**src/rtl/core/mpi_pkg.sv**
```systemverilog
// ----------------------------------------------------------------------------
// mpi_pkg
// Types and constants shared by the modular power and inverse block.
// ----------------------------------------------------------------------------
`timescale 1ns / 1ps
`default_nettype none
package mpi_pkg;

  localparam int unsigned FieldBits = 63;
  localparam int unsigned ModBits   = 32;
  localparam int unsigned DivBits   = 64;
  localparam logic [ModBits-1:0] ModulusReset = 32'd1000000007;

  localparam logic ModePower   = 1'b0;
  localparam logic ModeInverse = 1'b1;

  typedef struct packed {
    logic                 mode;
    logic [FieldBits-1:0] value;
    logic [FieldBits-1:0] exponent;
  } req_t;

  typedef struct packed {
    logic [ModBits-1:0] result;
    logic               no_inverse;
  } rsp_t;

  typedef struct packed {
    logic               done;
    logic [DivBits-1:0] quo;
    logic [ModBits-1:0] rem;
  } div_res_t;

endpackage
`default_nettype wire

```
**src/rtl/core/mpi_div.sv**
```systemverilog
// ----------------------------------------------------------------------------
// mpi_div
// Restoring divider, one quotient bit per cycle: 64-bit by 32-bit.
// ----------------------------------------------------------------------------
`timescale 1ns / 1ps
`default_nettype none
module mpi_div (
  input  wire logic                           clk,
  input  wire logic                           rst,
  input  wire logic                           start,
  input  wire logic [mpi_pkg::DivBits-1:0]    dividend,
  input  wire logic [mpi_pkg::ModBits-1:0]    divisor,
  output mpi_pkg::div_res_t                   res
);

  localparam int unsigned CntBits = $clog2(mpi_pkg::DivBits);
  localparam logic [CntBits-1:0] LastCnt = CntBits'(mpi_pkg::DivBits - 1);

  logic                         busy;
  logic                         done;
  logic [CntBits-1:0]           cnt;
  logic [mpi_pkg::DivBits-1:0]  dq;
  logic [mpi_pkg::ModBits-1:0]  rem;
  logic [mpi_pkg::ModBits-1:0]  dvs;
  logic [mpi_pkg::ModBits:0]    trial;
  logic                         fits;

  assign trial = {rem, dq[mpi_pkg::DivBits-1]};
  assign fits  = trial >= {1'b0, dvs};

  always_ff @(posedge clk) begin
    if (rst) begin
      busy <= 1'b0;
      done <= 1'b0;
    end else begin
      done <= busy && !start && (cnt == LastCnt);
      if (start) begin
        busy <= 1'b1;
        cnt  <= '0;
        dq   <= dividend;
        rem  <= '0;
        dvs  <= divisor;
      end else if (busy) begin
        rem <= fits ? mpi_pkg::ModBits'(trial - {1'b0, dvs})
                    : trial[mpi_pkg::ModBits-1:0];
        dq  <= {dq[mpi_pkg::DivBits-2:0], fits};
        cnt <= cnt + 1'b1;
        if (cnt == LastCnt) begin
          busy <= 1'b0;
        end
      end
    end
  end

  assign res.done = done;
  assign res.quo  = dq;
  assign res.rem  = rem;

endmodule
`default_nettype wire

```
**src/rtl/core/modular_power_and_inverse.sv**
```systemverilog
// ----------------------------------------------------------------------------
// modular_power_and_inverse
// Modular power (square-and-multiply) and modular inverse (extended Euclid)
// against one configured modulus, on a shared multiplier and divider.
// ----------------------------------------------------------------------------
// Channels: req (valid/ready) takes mode, value and exponent; rsp
// (valid/ready) returns result and no_inverse, one per request; cfg
// (valid/ready) writes the modulus, always ready; the user must write it
// only while idle; the block does not enforce it. Every modular reduction
// runs through one bit-serial divider. Modulus 0 or 1 gives result 0 without
// the divider. Power: the base reduction, then a squaring per clear and a
// multiply plus a squaring per set exponent bit up to the top set bit.
// Inverse: reduction, then one division per Euclid step (at most about 46).
// One request at a time: req_ready is high only while the sequencer idles.
// A finished result sits in the rsp register; a new request may be taken
// while it waits, and the next result waits until it is taken.
// Reset: modulus returns to 1000000007, rsp_valid drops, the sequencer
// idles. A stalled receiver holds rsp stable and blocks only the next result.
// ----------------------------------------------------------------------------
`timescale 1ns / 1ps
`default_nettype none
module modular_power_and_inverse #(
  parameter int unsigned VALUE_BITS = 63
) (
  input  wire logic                         clk,
  input  wire logic                         rst,
  input  wire logic                         req_valid,
  output logic                              req_ready,
  input  wire mpi_pkg::req_t                req,
  output logic                              rsp_valid,
  input  wire logic                         rsp_ready,
  output mpi_pkg::rsp_t                     rsp,
  input  wire logic                         cfg_valid,
  output logic                              cfg_ready,
  input  wire logic [mpi_pkg::ModBits-1:0]  cfg_data
);

  localparam int unsigned FB = mpi_pkg::FieldBits;
  localparam int unsigned MB = mpi_pkg::ModBits;
  localparam int unsigned TB = MB + 2;
  localparam logic [FB-1:0] VMask = (FB'(1) << VALUE_BITS) - FB'(1);

  localparam logic [3:0] S_IDLE  = 4'd0;
  localparam logic [3:0] S_RED   = 4'd1;
  localparam logic [3:0] S_PSTEP = 4'd2;
  localparam logic [3:0] S_PACC  = 4'd3;
  localparam logic [3:0] S_PSQ   = 4'd4;
  localparam logic [3:0] S_ESTEP = 4'd5;
  localparam logic [3:0] S_EDIV  = 4'd6;
  localparam logic [3:0] S_EUPD  = 4'd7;
  localparam logic [3:0] S_DONE  = 4'd8;

  logic [3:0]                  state;
  logic [MB-1:0]               modulus;
  logic [MB-1:0]               m;
  logic                        mode;
  logic [FB-1:0]               expo;
  logic [MB-1:0]               acc;
  logic [MB-1:0]               base;
  logic [MB-1:0]               r0;
  logic [MB-1:0]               r1;
  logic [MB-1:0]               rn;
  logic signed [TB-1:0]        t0;
  logic signed [TB-1:0]        t1;
  logic signed [TB-1:0]        tq;
  logic [MB-1:0]               rslt;
  logic                        flag;
  logic                        div_start;
  logic                        launch;
  logic [mpi_pkg::DivBits-1:0] div_a;
  logic [MB-1:0]               div_b;
  mpi_pkg::div_res_t           div_res;
  logic signed [TB-1:0]        mul_a;
  logic signed [TB-1:0]        mul_b;
  logic signed [2*TB-1:0]      prod;
  logic signed [TB-1:0]        t_fix;

  mpi_div u_div (
    .clk      (clk),
    .rst      (rst),
    .start    (div_start),
    .dividend (div_a),
    .divisor  (div_b),
    .res      (div_res)
  );

  always_comb begin
    mul_a = $signed({2'b00, base});
    mul_b = $signed({2'b00, base});
    unique case (state)
      S_PSTEP: if (expo[0]) mul_a = $signed({2'b00, acc});
      S_EDIV: begin
        mul_a = t1;
        mul_b = $signed({2'b00, div_res.quo[MB-1:0]});
      end
      default: ;
    endcase
  end

  // divider launch for the next cycle
  always_comb begin
    unique case (state)
      S_IDLE:  launch = req_valid && (modulus > MB'(1));
      S_PSTEP: launch = (expo != '0);
      S_PACC:  launch = div_res.done;
      S_ESTEP: launch = (r1 != '0);
      default: launch = 1'b0;
    endcase
  end

  assign prod  = mul_a * mul_b;
  assign t_fix = (t0 < 0) ? t0 + $signed({2'b00, m}) : t0;

  assign req_ready = (state == S_IDLE);
  assign cfg_ready = 1'b1;

  always_ff @(posedge clk) begin
    if (rst) begin
      state     <= S_IDLE;
      modulus   <= mpi_pkg::ModulusReset;
      rsp_valid <= 1'b0;
      div_start <= 1'b0;
    end else begin
      div_start <= launch;
      if (cfg_valid) modulus <= cfg_data;
      if (state == S_DONE && (!rsp_valid || rsp_ready)) begin
        rsp_valid <= 1'b1;
      end else if (rsp_valid && rsp_ready) begin
        rsp_valid <= 1'b0;
      end
      unique case (state)
        S_IDLE: begin
          if (req_valid) begin
            mode <= req.mode;
            expo <= req.exponent & VMask;
            m    <= modulus;
            if (modulus <= MB'(1)) begin
              rslt  <= '0;
              flag  <= 1'b0;
              state <= S_DONE;
            end else begin
              div_a <= {1'b0, req.value & VMask};
              div_b <= modulus;
              state <= S_RED;
            end
          end
        end
        S_RED: begin
          if (div_res.done) begin
            if (mode == mpi_pkg::ModeInverse) begin
              r0    <= m;
              r1    <= div_res.rem;
              t0    <= '0;
              t1    <= TB'(1);
              state <= S_ESTEP;
            end else begin
              base  <= div_res.rem;
              acc   <= MB'(1);
              state <= S_PSTEP;
            end
          end
        end
        S_PSTEP: begin
          if (expo == '0) begin
            rslt  <= acc;
            flag  <= 1'b0;
            state <= S_DONE;
          end else begin
            div_a <= prod[mpi_pkg::DivBits-1:0];
            div_b <= m;
            state <= expo[0] ? S_PACC : S_PSQ;
          end
        end
        S_PACC: begin
          if (div_res.done) begin
            acc   <= div_res.rem;
            div_a <= prod[mpi_pkg::DivBits-1:0];
            state <= S_PSQ;
          end
        end
        S_PSQ: begin
          if (div_res.done) begin
            base  <= div_res.rem;
            expo  <= expo >> 1;
            state <= S_PSTEP;
          end
        end
        S_ESTEP: begin
          if (r1 == '0) begin
            flag  <= (r0 != MB'(1));
            rslt  <= (r0 != MB'(1)) ? '0 : t_fix[MB-1:0];
            state <= S_DONE;
          end else begin
            div_a <= {{(mpi_pkg::DivBits-MB){1'b0}}, r0};
            div_b <= r1;
            state <= S_EDIV;
          end
        end
        S_EDIV: begin
          if (div_res.done) begin
            tq    <= prod[TB-1:0];
            rn    <= div_res.rem;
            state <= S_EUPD;
          end
        end
        S_EUPD: begin
          r0    <= r1;
          r1    <= rn;
          t0    <= t1;
          t1    <= t0 - tq;
          state <= S_ESTEP;
        end
        S_DONE: begin
          if (!rsp_valid || rsp_ready) begin
            rsp.result     <= rslt;
            rsp.no_inverse <= flag;
            state          <= S_IDLE;
          end
        end
        default: state <= S_IDLE;
      endcase
    end
  end

endmodule
`default_nettype wire

```
**config.mk**
```make
export PLATFORM = sky130hd
export DESIGN_NAME = modular_power_and_inverse
export DESIGN_NICKNAME = d
export VERILOG_FILES = /design/src/rtl/core/mpi_pkg.sv /design/src/rtl/core/mpi_div.sv /design/src/rtl/core/modular_power_and_inverse.sv
export SDC_FILE = /design/constraint.sdc
export NUM_CORES = 2
export LEC_CHECK = 0
export BUFFER_PORTS_ARGS = -buffer_cell sky130_fd_sc_hd__buf_2
export CAP_MARGIN = 30
export CORE_MARGIN = 2
export CORE_UTILIZATION = 55
export CTS_CLUSTER_DIAMETER = 80
export DETAILED_ROUTE_END_ITERATION = 12
export GPL_TIMING_DRIVEN = 0
export PLACE_DENSITY_LB_ADDON = 0.05
export SYNTH_ARGS = -nofsm -noshare
export SYNTH_HDL_FRONTEND = slang
export SYNTH_SLANG_ARGS = --single-unit
```
**constraint.sdc**
```tcl
create_clock -name clk -period 18.2 [get_ports clk]
set_clock_uncertainty 0.05 [all_clocks]
set_input_delay 2.73 -clock clk [delete_from_list [all_inputs] [get_ports clk]]
set_output_delay 2.73 -clock clk [all_outputs]
set_load 0.1 [all_outputs]
```
==> summary.md <==
| Metric | Value |
|---|---|
| Post-Syn Nets | 8371 |
| Routability congestion estimate from global placement | a little over 1 |
| Worst-margin pin slew | 1.20 ns |
| Post-Layout Cell Count | 8926 |
| Number of fill cells | 10.7k |
| Most common flop cell mapped by yosys | edfxtp_1 |
| Core Region | about 130000 sq um |
| CP max FO | 10 |
| FF/Latch Area | 20400 sq um |
| Largest cells by area after synthesis | fa_1 32%, edfxtp_1 28%, inv_1 6.3% |
| CTS tree | yes |
| Total die area | 129000 sq um |
| CP Data Arrival Time | 13.74 ns |
| Grt total ovfl | 0 |
| Min Tclk post-route | between 10 and 15 ns |
| Vias | 53.1k |
| Post-CTS Resized | 0 |
| Layout area overhead | 10.6% |
| Reg2reg setup slack | 4.79 ns |
| Post-synth top area share | 32.1% |
| Root Driver | clkbuf_16 |
| Layout cells sized above 1 | 9.08% |
| Area of the multi-input gates | approximately 44000 sq um |
| Most common cell after layout, fill and taps aside | inv_1 |
| EDFF count, synth | 654 |
| Slew Limit Fails | 0 |
| Die Ht | between 300 and 400 microns |
| Status | complete, no violations |
| Detailed-router iteration count before antenna repair | 6 |
| Register area share after synthesis | 29.4% |
| Crit path required time | around 19 ns |
| Setup bufs post-CTS | 0 |
| Dominant cell type by area after synthesis | fa_1 |
| Iter 0 DRT Violations | just over 6k |
| Nets | 8775 |
| Largest net degree at the start of global routing | 32 |
| Worst setup EP type | register |
| IO Port Bufs | between 150 and 200 |
| Reg clk slew, reported paths | 0.07 ns |
| Area after DPL | 74400 sq um |
| Setup TNS Final | 0 ns |
| Final Hold Vio Count | 0 |
| RSZ-0062 raised after global routing | false |
| Synth Instances | 6809 |
| Clk_lat worst skew | 0.66 ns |
| Hold Crit Class | register to register |
| Final WL | 263000 microns |
| Hold Crit Depth | 0 |
| Crit path kind | register to register |
| Synth unique cells | 82 |
| Synth Area per Inst | 10.2 sq um |
| Post-route DRC violation count | 0 |
| Hpwl dp | approximately 220000 microns |
| IO Count | 200 |
| Initial Util | 55.4% |
| Total GRT Usage | 41.5% |
| Critical Path Start Type | register |
| DR vias/cell | 5.95 |
| CTS Sinks | 694 |
| FP Rows | 130 |
| Clk buf depth | 3 |
| Finished Cell Area | 76800 sq um |
| Num CTS Buffers | 69 |
| Post-synthesis register bit count | roughly 690 |
| Commonest non-fill, non-tap cells in the layout | 1160 x inv_1, 1115 x fa_1, 870 x nand2_1, 839 x nor2_1, 654 x edfxtp_1 |
| Relative slew slack | 20.1% |
| First-pass GRT wire length | 380000 microns |
| Setup-failing EPs final | 0 |
| Fmax | 74.6 MHz |
| Synth Cell Area | 69400 sq um |
| Routed length per instance | about 30 microns |
| Final Cycle Share | about three quarters |
| Hold slack | roughly 0.36 ns |
| Post-Place Cells | 8787 |
| Ys Warns | 0 |
| Vias in the first global route | 54.6k |
| Share of flip-flops with an asynchronous set or reset | 0% |
| Hold-fix buffers, CTS | 0 |
| R2R depth | 26 |
| CTS H-tree depth | 3 |
| DRT antenna net count | 0 |
| Chip width | 359 microns |
| Maximum Capacitance Violations | 0 |
| Initial antenna violation count | 12 |
[state kept, by name (all words and copies together), names as in the netlist, 33 cells and up]
name and flops:
expo 63, tq 34, rsp 33, div_a 64, t0 34, u_div.dq 64, t1 34
[synth_stat cells (all sizes together) (18+ instances only)]
| cell type | instances |
|---|---|
| edfxtp | 654 |
| mux2 | 149 |
| a22oi | 83 |
| nand3 | 43 |
| o21bai | 18 |
| nor2 | 842 |
| xnor2 | 101 |
| mux2i | 68 |
| buf | 35 |
| o21ai | 173 |
| and2 | 94 |
| clkbuf | 284 |
| a21oi | 165 |
| dfxtp | 40 |
| a211o | 18 |
| a21o | 81 |
| xor2 | 50 |
| o21a | 31 |
| nor4 | 50 |
| a211oi | 26 |
| and3 | 61 |
| nand2 | 870 |
| fa | 1115 |
| nor2b | 43 |
| nand4 | 30 |
| nor3 | 44 |
| nand2b | 33 |
| ha | 283 |
| inv | 1160 |
[cell families after synthesis]
family,count (synthesis),share of synthesized area (%)
other cells,1,0.00540
xor+xnor,151,1.90
mux,217,3.40
fa+ha+maj,1398,37.2
flops,694,29.4
buf+inv,1479,8.05
compound gates,707,6.72
simple gates,2162,13.2
[cell type report]
class | instances | share of cell area, %
Multi-Input combinational cell | 4636 | 56.7
Sequential cell | 694 | 26.6
Inverter | 1160 | 5.67
Timing Repair Buffer | 333 | 3.66
Tap cell | 1650 | 2.69
Clock buffer | 76 | 2.31
Buffer | 319 | 1.61
Clock inverter | 49 | 0.692
Antenna cell | 9 | 0.0293
[critical path, cell delays in order, from the launching register on]
cell and delay, ns:
dfxtp_1 0.34, nand2b_1 0.22, nor2_1 0.77, buf_2 0.41, buf_1 0.50, buf_6 0.23, clkbuf_1 0.71, clkbuf_1 0.51
and3_1 0.30, fa_1 0.55, fa_1 0.58, fa_1 0.93, inv_1 0.28, fa_1 1.11, inv_1 0.44, fa_1 0.57
fa_1 0.56, fa_1 0.44, fa_1 0.50, ha_1 0.44, nand4_1 0.16, or3b_2 0.63, a31oi_1 0.77, o221ai_1 0.48
o21ai_0 0.35, xnor2_1 0.15, nor2_1 0.07
[through the flow]
stage,setup WS (ns),util (%)
2_1_floorplan,4.55,-
3_3_place_gp,-1.07,57.8
3_5_place_dp,5.13,59.4
4_1_cts,5.07,61.2
5_1_grt,4.61,61.2
6_report,4.79,61.3
[worst paths after layout]
kind / startpoint / endpoint
worst max-delay path: state[0] / div_a[63]
worst min-delay path: rslt[21] / rsp[22]
worst max register to register: state[0] / div_a[63]
worst min register to register: rslt[21] / rsp[22]
[routing by layer]
layer | global-route usage [%] | share of wire (%)
met5 | 0 | 0.014
met4 | 27.2 | 8.1
met3 | 8.10 | 10
met2 | 62.3 | 43
met1 | 55.3 | 38
Power is not shown: default switching activity piles up to over one toggle a cycle in this logic, so the estimate is an artifact.
